## src/rtl/tcc_pkg.sv

```systemverilog
// shared types, constants and codes of the text console cursor control block
package tcc_pkg;

	localparam int MAX_COLUMNS = 256;
	localparam int MAX_ROWS    = 128;
	localparam int TAB_STOP    = 8;

	// opcodes of an input transaction
	localparam logic OP_PUT   = 1'b0;
	localparam logic OP_CLEAR = 1'b1;

	// control characters
	localparam logic [7:0] CH_BS    = 8'h08;
	localparam logic [7:0] CH_TAB   = 8'h09;
	localparam logic [7:0] CH_LF    = 8'h0A;
	localparam logic [7:0] CH_CR    = 8'h0D;
	localparam logic [7:0] CH_SPACE = 8'h20;

	// configuration register indexes
	localparam logic [1:0] REG_COLUMNS = 2'd0;
	localparam logic [1:0] REG_ROWS    = 2'd1;
	localparam logic [1:0] REG_FG      = 2'd2;
	localparam logic [1:0] REG_BG      = 2'd3;

	// configuration reset values
	localparam logic [8:0]  COLUMNS_RESET = 9'd80;
	localparam logic [7:0]  ROWS_RESET    = 8'd25;
	localparam logic [31:0] FG_RESET      = 32'h00FF_FFFF;
	localparam logic [31:0] BG_RESET      = 32'h0000_0000;

	typedef enum logic [1:0] {
		KIND_DRAW   = 2'd0,
		KIND_SCROLL = 2'd1,
		KIND_CLEAR  = 2'd2
	} cmd_kind_t;

	typedef struct packed {
		logic [8:0]  columns;
		logic [7:0]  rows;
		logic [31:0] fg;
		logic [31:0] bg;
	} config_t;

	typedef struct packed {
		cmd_kind_t   kind;
		logic [7:0]  col;
		logic [6:0]  row;
		logic [7:0]  glyph;
		logic [31:0] fg;
		logic [31:0] bg;
		logic        last;
	} result_t;

endpackage

```

## src/rtl/tcc_cursor.sv

```systemverilog
// cursor state and per-character command generation
module tcc_cursor import tcc_pkg::*; (
	input  logic       clk,
	input  logic       arst_n,
	input  config_t    cfg,
	input  logic       item_go,
	input  logic       item_opcode,
	input  logic [7:0] item_char,
	output result_t    res0,
	output result_t    res1,
	output logic [1:0] res_count
);

	logic [7:0] cur_col_q;
	logic [6:0] cur_row_q;

	logic [8:0] cols;
	logic [7:0] rows;
	logic [8:0] x;
	logic [8:0] nx;
	logic [7:0] ny;
	logic [7:0] draw_col;
	logic [7:0] draw_glyph;
	logic       draw;
	logic       scroll;
	logic [7:0] next_col;
	logic [6:0] next_row;
	result_t    draw_res;
	result_t    aux_res;

	always_comb begin
		if (cfg.columns == 9'd0) begin
			cols = 9'd1;
		end else if (cfg.columns > 9'(MAX_COLUMNS)) begin
			cols = 9'(MAX_COLUMNS);
		end else begin
			cols = cfg.columns;
		end
		if (cfg.rows == 8'd0) begin
			rows = 8'd1;
		end else if (cfg.rows > 8'(MAX_ROWS)) begin
			rows = 8'(MAX_ROWS);
		end else begin
			rows = cfg.rows;
		end
	end

	always_comb begin
		x          = {1'b0, cur_col_q};
		nx         = x;
		ny         = {1'b0, cur_row_q};
		draw       = 1'b0;
		draw_col   = cur_col_q;
		draw_glyph = item_char;
		unique case (item_char)
			CH_LF: begin
				nx = 9'd0;
				ny = ny + 8'd1;
			end
			CH_CR: begin
				nx = 9'd0;
			end
			CH_TAB: begin
				nx = x + 9'(TAB_STOP) - (x % 9'(TAB_STOP));
			end
			CH_BS: begin
				if (x != 9'd0) begin
					nx         = x - 9'd1;
					draw       = 1'b1;
					draw_col   = nx[7:0];
					draw_glyph = CH_SPACE;
				end
			end
			default: begin
				draw = 1'b1;
				nx   = x + 9'd1;
			end
		endcase
		// wrap past the right edge
		if (nx >= cols) begin
			nx = 9'd0;
			ny = ny + 8'd1;
		end
		// scroll past the bottom, cursor pinned to last row
		scroll = 1'b0;
		if (ny >= rows) begin
			scroll = 1'b1;
			ny     = rows - 8'd1;
		end
		next_col = nx[7:0];
		next_row = ny[6:0];
	end

	always_comb begin
		draw_res.kind  = KIND_DRAW;
		draw_res.col   = draw_col;
		draw_res.row   = cur_row_q;
		draw_res.glyph = draw_glyph;
		draw_res.fg    = cfg.fg;
		draw_res.bg    = cfg.bg;
		draw_res.last  = !scroll;

		aux_res.kind  = (item_opcode == OP_CLEAR) ? KIND_CLEAR : KIND_SCROLL;
		aux_res.col   = 8'd0;
		aux_res.row   = 7'd0;
		aux_res.glyph = 8'd0;
		aux_res.fg    = 32'd0;
		aux_res.bg    = cfg.bg;
		aux_res.last  = 1'b1;

		if (item_opcode == OP_CLEAR) begin
			res0      = aux_res;
			res1      = aux_res;
			res_count = 2'd1;
		end else if (draw) begin
			res0      = draw_res;
			res1      = aux_res;
			res_count = {scroll, !scroll};
		end else begin
			res0      = aux_res;
			res1      = aux_res;
			res_count = {1'b0, scroll};
		end
	end

	always_ff @(posedge clk or negedge arst_n) begin
		if (!arst_n) begin
			cur_col_q <= 8'd0;
			cur_row_q <= 7'd0;
		end else if (item_go) begin
			if (item_opcode == OP_CLEAR) begin
				cur_col_q <= 8'd0;
				cur_row_q <= 7'd0;
			end else begin
				cur_col_q <= next_col;
				cur_row_q <= next_row;
			end
		end
	end

endmodule

```

## src/rtl/tcc_out_fifo.sv

```systemverilog
// four-entry result queue taking up to two results per cycle
module tcc_out_fifo import tcc_pkg::*; (
	input  logic       clk,
	input  logic       arst_n,
	input  logic [1:0] push_count,
	input  result_t    push0,
	input  result_t    push1,
	input  logic       pop,
	output result_t    head,
	output logic       head_valid,
	output logic       room2
);

	localparam int DEPTH = 4;
	localparam int AW    = $clog2(DEPTH);

	result_t        mem_q [DEPTH];
	logic [AW-1:0]  wr_ptr_q;
	logic [AW-1:0]  rd_ptr_q;
	logic [AW:0]    count_q;

	assign head       = mem_q[rd_ptr_q];
	assign head_valid = (count_q != '0);
	assign room2      = (count_q <= (AW+1)'(DEPTH - 2));

	always_ff @(posedge clk) begin
		if (push_count != 2'd0) begin
			mem_q[wr_ptr_q] <= push0;
		end
		if (push_count == 2'd2) begin
			mem_q[wr_ptr_q + AW'(1)] <= push1;
		end
	end

	always_ff @(posedge clk or negedge arst_n) begin
		if (!arst_n) begin
			wr_ptr_q <= '0;
			rd_ptr_q <= '0;
			count_q  <= '0;
		end else begin
			wr_ptr_q <= wr_ptr_q + AW'(push_count);
			if (pop) begin
				rd_ptr_q <= rd_ptr_q + AW'(1);
			end
			count_q <= count_q + (AW+1)'(push_count) - (AW+1)'(pop);
		end
	end

endmodule

```

## src/rtl/text_console_cursor_control.sv

```systemverilog
// top level of the text console cursor control block
// path: an input transaction is held in the input register stage and then enters the result
//   queue, from whose head the master side takes its commands
// throughput: one input transaction per cycle while each yields at most one command and the master
//   side takes them; the staged item waits while the four-entry queue holds more than two, so a
//   character that also scrolls yields two commands
// reset: cursor homed, registers back to 80 columns, 25 rows, white on black, queue empty
module text_console_cursor_control import tcc_pkg::*; (
	input  logic        clk,
	input  logic        arst_n,
	// input stream
	input  logic        s_tvalid,
	output logic        s_tready,
	input  logic [7:0]  s_tdata,   // [7:0] char_code
	input  logic [0:0]  s_tuser,   // [0] opcode
	// command stream
	output logic        m_tvalid,
	input  logic        m_tready,
	// [7:0] cell_column, [14:8] cell_row, [22:15] glyph_code,
	// [54:23] draw_fg, [86:55] draw_bg, [87] zero
	output logic [87:0] m_tdata,
	output logic [1:0]  m_tuser,   // [1:0] command_kind
	output logic        m_tlast,   // last_of_run
	// configuration writes
	input  logic        cfg_we,
	input  logic [1:0]  cfg_index,
	input  logic [31:0] cfg_data
);

	config_t    cfg_q;

	// input register stage
	logic       item_valid_s1;
	logic       item_opcode_s1;
	logic [7:0] item_char_s1;

	logic       item_go;
	logic       room2;
	logic [1:0] res_count;
	logic [1:0] push_count;
	result_t    res0;
	result_t    res1;
	result_t    head;
	logic       head_valid;

	// configuration registers; the user must write them only while idle, the block does not enforce it
	always_ff @(posedge clk or negedge arst_n) begin
		if (!arst_n) begin
			cfg_q.columns <= COLUMNS_RESET;
			cfg_q.rows    <= ROWS_RESET;
			cfg_q.fg      <= FG_RESET;
			cfg_q.bg      <= BG_RESET;
		end else if (cfg_we) begin
			unique case (cfg_index)
				REG_COLUMNS: cfg_q.columns <= cfg_data[8:0];
				REG_ROWS:    cfg_q.rows    <= cfg_data[7:0];
				REG_FG:      cfg_q.fg      <= cfg_data;
				REG_BG:      cfg_q.bg      <= cfg_data;
			endcase
		end
	end

	// the staged item moves on once the queue has room for two commands
	assign item_go  = item_valid_s1 && room2;
	assign s_tready = !item_valid_s1 || room2;

	always_ff @(posedge clk or negedge arst_n) begin
		if (!arst_n) begin
			item_valid_s1 <= 1'b0;
		end else if (s_tready) begin
			item_valid_s1 <= s_tvalid;
		end
	end

	always_ff @(posedge clk) begin
		if (s_tready && s_tvalid) begin
			item_opcode_s1 <= s_tuser[0];
			item_char_s1   <= s_tdata;
		end
	end

	// cursor update and command generation
	tcc_cursor u_cursor (
		.clk         (clk),
		.arst_n      (arst_n),
		.cfg         (cfg_q),
		.item_go     (item_go),
		.item_opcode (item_opcode_s1),
		.item_char   (item_char_s1),
		.res0        (res0),
		.res1        (res1),
		.res_count   (res_count)
	);

	assign push_count = item_go ? res_count : 2'd0;

	// result queue parts the two sides
	tcc_out_fifo u_out_fifo (
		.clk        (clk),
		.arst_n     (arst_n),
		.push_count (push_count),
		.push0      (res0),
		.push1      (res1),
		.pop        (m_tvalid && m_tready),
		.head       (head),
		.head_valid (head_valid),
		.room2      (room2)
	);

	assign m_tvalid = head_valid;
	assign m_tuser  = head.kind;
	assign m_tlast  = head.last;
	assign m_tdata  = {1'b0, head.bg, head.fg, head.glyph, head.row, head.col};

endmodule
```

## config.mk

```make
export PLATFORM = sky130hd
export DESIGN_NAME = text_console_cursor_control
export DESIGN_NICKNAME = d
export VERILOG_FILES = /design/src/rtl/tcc_pkg.sv /design/src/rtl/tcc_cursor.sv /design/src/rtl/tcc_out_fifo.sv /design/src/rtl/text_console_cursor_control.sv
export SDC_FILE = /design/constraint.sdc
export NUM_CORES = 1
export LEC_CHECK = 0
export BUFFER_PORTS_ARGS = -buffer_cell sky130_fd_sc_hd__buf_2
export CORE_ASPECT_RATIO = 0.5
export CORE_MARGIN = 2
export CORE_UTILIZATION = 49
export CTS_BUF_LIST = sky130_fd_sc_hd__clkbuf_4
export DETAILED_ROUTE_END_ITERATION = 10
export PLACE_DENSITY = 0.77
export SYNTH_ARGS = -nofsm -noshare
export SYNTH_HDL_FRONTEND = slang
export SYNTH_SLANG_ARGS = --single-unit
export TNS_END_PERCENT = 1
```

## constraint.sdc

```tcl
create_clock -name clk -period 7.76 [get_ports clk]
set_input_delay 1.552 -clock clk [delete_from_list [all_inputs] [get_ports clk]]
set_output_delay 1.552 -clock clk [all_outputs]
set_load 0.03 [all_outputs]
```

==> flow_summary_export.csv, run 1 <==
group,metric,value,unit
detailed_routing,post_drt_wl_per_cell,21.0,um
cts,ctsResizeCount,0,
detailed_routing,ant_nets,0,
placement,gp_congestion,0.906,
detailed_routing,drtIter0Drc,1163,
cts,cts_tree,"done",
floorplan,rows,52,
cts,ctsHoldBuffers,0,
synthesis,muxShareOfSynthArea,14.5,%
cells_and_area,syn2layout_area_growth,13.0,%
cts,clk_latency,840,ps
cts,cts_root_buf,"clkbuf_4",
sta,tns,0,ps
sta,clock.fmax,140,MHz
synthesis,synth_simple_gate_area_share,10.0,%
cells_and_area,fin_nets,1824,
floorplan,dieArea,43600,um^2
synthesis,synth_ff_type,"dfxtp_1",
floorplan,start_util,50.2,%
sta,grt_setup_unrepaired,"false",
power,p_per_area,429,nW/um^2
cells_and_area,final_cell_mix,"224 x dfxtp_1, 187 x a22o_1, 169 x clkbuf_4, 145 x edfxtp_1, 138 x buf_2",
power,ir_drop,0.208,mV
cts,numCtsBuffers,104,
grt,antenna_found_initial,7,
sta,period_needed,7170,ps
cts,cts_setup_buffers,0,
cells_and_area,layout_commonest_cell,"dfxtp_1",
synthesis,yosysWarnings,0,
synthesis,synthDistinctLibCells,77,
cts,clockBufferDepth,3,
cts,htreeDepth,3,
cells_and_area,fillCellCount,3238,
sta,finalCritPeriodShare,92.3,%
floorplan,ioPinCount,141,
min_path,hold_class,"flip-flop to flip-flop",
grt,grt_start_max_net_pins,56,
cts,path_clk_slew,70,ps
synthesis,netlist_instances,1575,
grt,grt_first_pass_wirelength,77.2,mm
worst_setup_path,worst_ep_arrival_time,7630,ps
sta,hold_viol,0,
outcome,status,"complete, no violations",
sta,worst_clock_skew,68.8,ps
placement,dpl_worst_slack,601,ps
worst_setup_path,start_kind,"flip-flop",
cells_and_area,regArea,11500,um^2
detailed_routing,drc,0,
sta,setup_viol,0,
synthesis,synth_xor_area_share,1.45,%
cts,cts_sinks,473,
worst_setup_path,cp.required,8230,ps
synthesis,ys_seq_area_share,56.0,%
synthesis,avgSynthCellArea,13.0,um^2
placement,placed_cell_area,21700,um^2
worst_setup_path,endpoint_kind,"flip-flop",
grt,grt_pass1_vias,13850,
sta,tightest_slew,977,ps
floorplan,die-height,149,um
synthesis,synth_compound_gate_area_share,12.5,%
grt,overflow,0,
synthesis,synth.net_count,1667,
placement,dp_hpwl,30.7,mm
synthesis,async_flop_share,22.0,%
cells_and_area,drive_gt1_share,31.3,%
sta,drv_slew,0,
grt,grtUsageTotal,22.9,%
sta,fin_ws,594,ps
detailed_routing,dr.pass1.iters,5,
synthesis,synth_fa_ha_area_share,2.72,%
floorplan,core_region_area,40900,um^2
sta,relSlewSlack,34.8,%
synthesis,synth_top_family_by_area,"multiplexers",
placement,portBuffers,139,
sta,whs,455,ps
cells_and_area,stdcell_area,23200,um^2
worst_setup_path,criticalPathCategory,"flip-flop to flip-flop",
worst_setup_path,cpPeakStageDelay,590,ps
worst_setup_path,r2r_setup_slack,590,ps
worst_setup_path,crit_family,"compound AO/OA/AOI/OAI gates",
detailed_routing,num_vias,13869,
worst_setup_path,path_buf_inv,4,
power,p_leak,9.31,nW
detailed_routing,wl,49.7,mm
synthesis,synth_edf_count,145,
worst_setup_path,worstPathMaxFanout,35,
floorplan,die_w,293,um
run,cap_violations,0,
detailed_routing,via_per_inst,5.86,
worst_setup_path,cp_slowest_cell,"a2111oi_1",
synthesis,ys_ff_latch,473,
cells_and_area,multiInputGateArea,8500,um^2
synthesis,synth_area,20500,um^2
worst_setup_path,crit_top_cell,"ha_1",
[worst register-to-register path: cells and delay by family (launching register included)]
kind	cells	cell delay [ps]
flops	1	510
xor+xnor	1	190
compound gates	10	2100
mux	1	400
simple gates	6	1290
buf+inv	4	1090
fa+ha+maj	4	1230
[final timing paths]
path / from / endpoint / cells after the start
worst max-delay path: u_cursor.cur_col_q[6] / u_out_fifo.mem_q[3][24] / 26
worst min-delay path: u_out_fifo.mem_q[1][83] / u_out_fifo.mem_q[1][83] / 2
worst max register to register: u_cursor.cur_col_q[6] / u_out_fifo.mem_q[3][24] / 26
worst min register to register: u_out_fifo.mem_q[1][83] / u_out_fifo.mem_q[1][83] / 2
max in group asynchronous: arst_n / cfg_q[71] / 2
min in group asynchronous: arst_n / cfg_q[16] / 1
[Yosys cell counts (8+ instances only)]
cell type / instances / area [um^2]
a22o_1: 187 / 1640
or3_1: 8 / 50.1
nand2_1: 90 / 338
nand3_1: 19 / 95.1
nor2b_1: 10 / 62.6
xor2_1: 9 / 78.8
clkbuf_1: 77 / 289
dfstp_2: 29 / 762
and2_1: 104 / 651
o21ai_0: 53 / 265
and3_1: 38 / 238
inv_1: 28 / 105
mux4_2: 90 / 2030
edfxtp_1: 145 / 4350
nor3_1: 15 / 75.1
a21oi_1: 23 / 115
mux2_2: 83 / 935
dfrtp_1: 75 / 1880
dfxtp_1: 224 / 4480
nand2b_1: 18 / 113
buf_1: 26 / 97.6
ha_1: 43 / 538
xnor2_1: 25 / 219
nor2_1: 42 / 158
[sequential cells by signal, summed over array words and instances (netlist names)]
signal	cells
item_opcode_s1	1
u_out_fifo.rd_ptr_q	2
cfg_q	81
u_cursor.cur_col_q	8
u_out_fifo.count_q	3
u_out_fifo.mem_q	360
u_cursor.cur_row_q	7
item_valid_s1	1
item_char_s1	8
u_out_fifo.wr_ptr_q	2
[power by group]
group / leakage, nW / total [W] / internal (W) / switching [W]
clock network: 0.846 / 0.00199 / 0.00102 / 0.000971
logic: 4.05 / 0.00385 / 0.00164 / 0.00222
registers: 4.41 / 0.00409 / 0.00345 / 0.000636
total: 9.31 / 0.00993 / 0.00611 / 0.00382
[cell type report]
type,instances,area share (%)
Multi-Input combinational cell,958,36.7
Inverter,30,0.486
Antenna cell,6,0.0648
Clock inverter,25,0.616
Tap cell,540,2.92
Timing Repair Buffer,165,4.13
Clock buffer,169,5.48
Sequential cell,473,49.6
[per-stage QoR]
stage,std cells,total power (W),util (%)
after global placement,2166,0.00788,53.2
after floorplan,1575,0.00682,-
final,2366,0.00993,56.7
after global routing,2363,0.0105,56.7
after CTS,2360,0.00997,56.6
after detailed placement,2166,0.00798,53.2
[routing by layer]
layer,vias up,global-route usage (%),wire length [um]
met5,-,0,25
met4,4,9.06,1370
met3,115,5.25,3090
met2,509,37.4,24400
met1,6914,29.8,20800
li1,6327,-,-
[cells by family after synthesis]
logic type | count (synthesis)
AO/OA/AOI/OAI | 331
XOR/XNOR | 34
adder cells (fa/ha/maj) | 44
buffers and inverters | 144
flip-flops | 473
multiplexers | 174
other | 1
AND/OR/NAND/NOR | 374
No activity file was read; power rests on OpenSTA's default activity.
==> run 2, diff against run 1 <==
==> constraint.sdc (replaced) <==
create_clock -name clk -period 7.76 [get_ports clk]
set_input_delay 1.94 -clock clk [delete_from_list [all_inputs] [get_ports clk]]
set_output_delay 1.94 -clock clk [all_outputs]
set_load 0.03 [all_outputs]
==> flow_summary_export.csv, run 2 (synthesized netlist as in run 1, its figures left out) <==
group,metric,value,unit
sta,setup_viol,0,
power,p_switching,0.00382,W
cells_and_area,syn2layout_area_growth,13.2,%
cts,numCtsBuffers,105,
floorplan,rows,52,
cells_and_area,largest_register_ffs,360,
grt,antenna_found_initial,6,
cts,htreeDepth,3,
detailed_routing,post_drt_wl_per_cell,20.9,um
worst_setup_path,endpoint_kind,"flip-flop",
cells_and_area,fin_nets,1825,
cts,cts_tree,"done",
cts,cts_sinks,473,
power,power.share.clock,20.4,%
worst_setup_path,crit_family,"simple AND/OR/NAND/NOR gates",
placement,placed_cell_area,21700,um^2
worst_setup_path,cp.required,8190,ps
worst_setup_path,worstPathMaxFanout,35,
placement,gp_congestion,0.909,
cells_and_area,post-route-util,56.8,%
grt,overflow,0,
worst_setup_path,cp_slowest_cell,"dfrtp_1",
cts,clk_latency,810,ps
detailed_routing,num_vias,13844,
power,p_per_area,430,nW/um^2
detailed_routing,dr.pass1.iters,6,
sta,tightest_slew,1060,ps
detailed_routing,drc,0,
cells_and_area,fillCellCount,3255,
floorplan,dieArea,43600,um^2
floorplan,ioPinCount,141,
worst_setup_path,crit_top_cell,"ha_1",
floorplan,die-height,149,um
outcome,status,"complete, no violations",
power,p_seq_share,41.0,%
cells_and_area,final_cell_mix,"224 x dfxtp_1, 187 x a22o_1, 178 x clkbuf_4, 145 x edfxtp_1, 138 x buf_2",
cells_and_area,drive_gt1_share,31.7,%
placement,dp_hpwl,30.5,mm
detailed_routing,drtIter0Drc,1402,
min_path,hold_class,"flip-flop to flip-flop",
sta,drv_slew,0,
sta,relSlewSlack,29.2,%
power,p_leak,9.34,nW
cells_and_area,stdcell_area,23200,um^2
cts,ctsHoldBuffers,0,
floorplan,start_util,50.2,%
cts,path_clk_slew,70,ps
floorplan,die_w,293,um
cts,ctsResizeCount,0,
grt,grtUsageTotal,22.8,%
detailed_routing,via_per_inst,5.85,
detailed_routing,wl,49.6,mm
cts,cts_root_buf,"clkbuf_4",
cts,clockBufferDepth,3,
worst_setup_path,start_kind,"flip-flop",
sta,clock.fmax,141,MHz
cts,cts_setup_buffers,0,
worst_setup_path,criticalPathCategory,"flip-flop to flip-flop",
worst_setup_path,path_buf_inv,4,
power,switching_share,38.3,%
sta,tns,0,ps
sta,period_needed,7080,ps
sta,grt_setup_unrepaired,"false",
worst_setup_path,worst_ep_arrival_time,7500,ps
worst_setup_path,cpPeakStageDelay,490,ps
grt,grt_pass1_vias,13923,
cells_and_area,top_register,"u_out_fifo.mem_q",
sta,hold_viol,0,
power,pwr-share-comb,38.6,%
grt,grt_start_max_net_pins,56,
sta,whs,453,ps
power,p_int,0.00615,W
cells_and_area,layout_commonest_cell,"dfxtp_1",
cells_and_area,top_regs,"u_out_fifo.mem_q: 360 flops, cfg_q: 81 flops",
run,cap_violations,0,
placement,portBuffers,139,
power,ir_drop,0.241,mV
sta,worst_clock_skew,39.5,ps
detailed_routing,ant_nets,0,
floorplan,core_region_area,40900,um^2
grt,grt_first_pass_wirelength,77.4,mm
sta,finalCritPeriodShare,91.2,%
==> run 2: cell type report <==
type	instances	area, um^2	share of cell area (%)
Antenna cell	5	12.5	0.0539
Clock buffer	178	1340	5.76
Clock inverter	19	110	0.475
Inverter	30	113	0.485
Multi-Input combinational cell	958	8500	36.7
Sequential cell	473	11500	49.5
Tap cell	540	676	2.91
Timing Repair Buffer	165	960	4.14
==> run 2: through the flow <==
| stage | setup WS (ps) | std cells | total power [W] |
|---|---|---|---|
| after floorplan | 763 | 1575 | 0.00682 |
| final | 682 | 2368 | 0.00997 |
| after global routing | 110 | 2367 | 0.0105 |
| after CTS | 608 | 2363 | 0.0100 |
| after global placement | 851 | 2166 | 0.00788 |
| after detailed placement | 630 | 2166 | 0.00796 |
==> run 2: power by group through the flow <==
stage	Clock, W	Sequential, W	Combinational (W)
after floorplan	0	0.00378	0.00304
after global placement	0	0.00410	0.00378
after detailed placement	0	0.00412	0.00384
after CTS	0.00207	0.00408	0.00385
after global routing	0.00220	0.00419	0.00410
final	0.00204	0.00409	0.00385
==> run 2: tightest hold or removal path, stage by stage, from the launching register on <==
cell	delay, ps
dfxtp_1	320
nand2_1	40
o21ai_0	50
==> run 2: metal layers <==
layer,track usage [%],wire length (um)
met5,0,27
met2,37.0,24300
met4,8.01,1190
met3,5.04,3150
met1,30.7,20900
==> run 2: final timing paths <==
| path | startpoint | end | slack [ps] | cells past startpoint |
|---|---|---|---|---|
| worst min-delay path | u_out_fifo.mem_q[3][66] | u_out_fifo.mem_q[3][66] | 450 | 2 |
| min in group asynchronous | arst_n | cfg_q[17] | 1220 | 1 |
| max in group asynchronous | arst_n | u_cursor.cur_row_q[2] | 5270 | 2 |
| worst max register to register | u_cursor.cur_col_q[0] | u_out_fifo.mem_q[3][21] | 680 | 25 |
| worst min register to register | u_out_fifo.mem_q[3][66] | u_out_fifo.mem_q[3][66] | 450 | 2 |
| worst max-delay path | u_cursor.cur_col_q[0] | u_out_fifo.mem_q[3][21] | 680 | 25 |
==> run 3, diff against run 2 <==
--- a/config.mk
+++ b/config.mk
@@ -11,7 +11,7 @@
 export CORE_UTILIZATION = 49
 export CTS_BUF_LIST = sky130_fd_sc_hd__clkbuf_4
 export DETAILED_ROUTE_END_ITERATION = 10
-export PLACE_DENSITY = 0.77
+export PLACE_DENSITY = 0.79
 export SYNTH_ARGS = -nofsm -noshare
 export SYNTH_HDL_FRONTEND = slang
 export SYNTH_SLANG_ARGS = --single-unit
==> constraint.sdc (replaced) <==
create_clock -name clk -period 6.3 [get_ports clk]
set_input_delay 1.575 -clock clk [delete_from_list [all_inputs] [get_ports clk]]
set_output_delay 1.575 -clock clk [all_outputs]
set_load 0.03 [all_outputs]
==> flow_summary_export.csv, run 3 (synthesized netlist as in run 1, its figures left out) <==
group,metric,value,unit
outcome,status,"complete, no violations",
worst_setup_path,crit_family,"simple AND/OR/NAND/NOR gates",
cells_and_area,drive_gt1_share,33.3,%
sta,relSlewSlack,33.4,%
placement,dp_hpwl,31.6,mm
power,p_leak,9.53,nW
cts,clockBufferDepth,3,
power,ir_drop,0.269,mV
worst_setup_path,criticalPathCategory,"flip-flop to flip-flop",
grt,grt_start_max_net_pins,68,
worst_setup_path,crit_start,"u_cursor.cur_col_q[1]",
cts,cts_root_buf,"clkbuf_4",
cells_and_area,largest_register_ffs,360,
worst_setup_path,worst_ep_arrival_time,6480,ps
detailed_routing,num_vias,14067,
cts,numCtsBuffers,106,
min_path,hold_class,"flip-flop to flip-flop",
worst_setup_path,cpPeakStageDelay,420,ps
min_path,hold_path.startpoint,"u_out_fifo.mem_q[3][69]",
detailed_routing,via_per_inst,5.84,
sta,period_needed,5930,ps
cells_and_area,syn2layout_area_growth,15.2,%
detailed_routing,dr.pass1.iters,5,
sta,tightest_slew,998,ps
detailed_routing,drc,0,
worst_setup_path,cp.required,6850,ps
sta,setup_viol,0,
detailed_routing,post_drt_wl_per_cell,21.1,um
cts,cts_sinks,473,
cells_and_area,layout_commonest_cell,"dfxtp_1",
floorplan,die_w,293,um
grt,grt_use_met3,5.26,%
floorplan,start_util,50.2,%
worst_setup_path,start_kind,"flip-flop",
cells_and_area,top_register,"u_out_fifo.mem_q",
worst_setup_path,worstPathMaxFanout,25,
power,p_per_area,526,nW/um^2
cells_and_area,top_regs,"u_out_fifo.mem_q: 360 flops, cfg_q: 81 flops",
grt,grt_pass1_vias,14487,
detailed_routing,drtIter0Drc,1196,
detailed_routing,ant_nets,0,
grt,antenna_found_initial,3,
worst_setup_path,crit_top_cell,"ha_1",
sta,grt_setup_unrepaired,"true",
floorplan,core_region_area,40900,um^2
floorplan,ioPinCount,141,
detailed_routing,wl,50.9,mm
floorplan,dieArea,43600,um^2
cells_and_area,stdcell_area,23600,um^2
cts,ctsHoldBuffers,0,
cts,htreeDepth,3,
sta,tns,0,ps
worst_setup_path,r2r-start,"u_cursor.cur_col_q[1]",
sta,whs,452,ps
sta,finalCritPeriodShare,94.1,%
grt,grt_util_met2,38.3,%
worst_setup_path,endpoint_kind,"flip-flop",
cells_and_area,fin_nets,1867,
cts,path_clk_slew,90,ps
sta,worst_clock_skew,50.8,ps
cts,cts_tree,"done",
floorplan,rows,52,
run,cap_violations,0,
placement,portBuffers,139,
placement,placed_cell_area,22000,um^2
placement,gp_congestion,0.939,
sta,clock.fmax,169,MHz
grt,overflow,0,
grt,grt_first_pass_wirelength,79.6,mm
cells_and_area,final_cell_mix,"224 x dfxtp_1, 187 x a22o_1, 155 x clkbuf_4, 145 x edfxtp_1, 138 x buf_2",
grt,grt.busiest_layer,"met2",
worst_setup_path,cp_slowest_cell,"or3b_4",
cts,clk_latency,820,ps
grt,grtUsageMet1,30.4,%
grt,grtUsageTotal,23.4,%
sta,hold_viol,0,
floorplan,die-height,149,um
sta,drv_slew,0,
worst_setup_path,path_buf_inv,5,
==> run 3: cell types whose count changed in the layout (fill, tap and decap cells not counted), sizes merged <==
| cell | change |
|---|---|
| buf | +40 |
| clkinv | +24 |
| clkbuf | -22 |
| diode | -2 |
| clkinvlp | +1 |
| inv | +1 |
==> run 3: final cells by class <==
| type | count | area, um^2 |
|---|---|---|
| Inverter | 30 | 115 |
| Sequential cell | 473 | 11500 |
| Tap cell | 540 | 676 |
| Timing Repair Buffer | 206 | 1360 |
| Clock inverter | 45 | 225 |
| Antenna cell | 3 | 7.51 |
| Fill cell | 3202 | 17200 |
| Multi-Input combinational cell | 958 | 8580 |
| Clock buffer | 155 | 1160 |
==> run 3: final timing paths <==
check | endpoint | slack [ps] | cells after the start
min in group asynchronous | cfg_q[59] | 760 | 1
worst min register to register | u_out_fifo.mem_q[3][69] | 450 | 2
worst max-delay path | u_out_fifo.mem_q[2][28] | 370 | 28
max in group asynchronous | u_out_fifo.rd_ptr_q[0] | 4430 | 2
worst max register to register | u_out_fifo.mem_q[2][28] | 370 | 28
worst min-delay path | u_out_fifo.mem_q[3][69] | 450 | 2
==> run 3: metal layers <==
layer  vias to the layer above  wire, um
met1                      7036     21400
met2                       524     24600
met3                        97      3340
li1                       6408         -
met5                         -        13
met4                         2      1580
==> run 3: worst register-to-register path: cells and delay by family, from the launching register on <==
kind / cells / cell delay, ps
AOI/OAI and AO/OA: 8 / 1490
xor gates and xnor gates: 2 / 240
adders and majority gates: 4 / 1120
buffers and inverters: 5 / 650
DFF: 1 / 390
and+or+nand+nor: 9 / 1790
==> run 3: where the power goes <==
part / internal [W] / total, W / switching (W)
clock: 0.00119 / 0.00243 / 0.00124
combinational: 0.00217 / 0.00497 / 0.00281
sequential: 0.00425 / 0.00502 / 0.000768
==> run 3: through the flow <==
| step | setup slack [ps] | power (W) | std cells | util, % |
|---|---|---|---|---|
| global placement | 187 | 0.00982 | 2200 | 53.9 |
| CTS | 48.0 | 0.0124 | 2400 | 57.3 |
| finish | 372 | 0.0124 | 2410 | 57.8 |
| global route | -63.6 | 0.0131 | 2409 | 57.8 |
| detailed placement | 112 | 0.00995 | 2200 | 53.9 |
| floorplan | -366 | 0.00840 | 1575 | - |
==> run 3: timing repair <==
item	in CTS	in global routing
buffers inserted	0	6
resized for setup	0	26
hold endpoints to repair	0	0
endpoints found under the setup margin	0	477
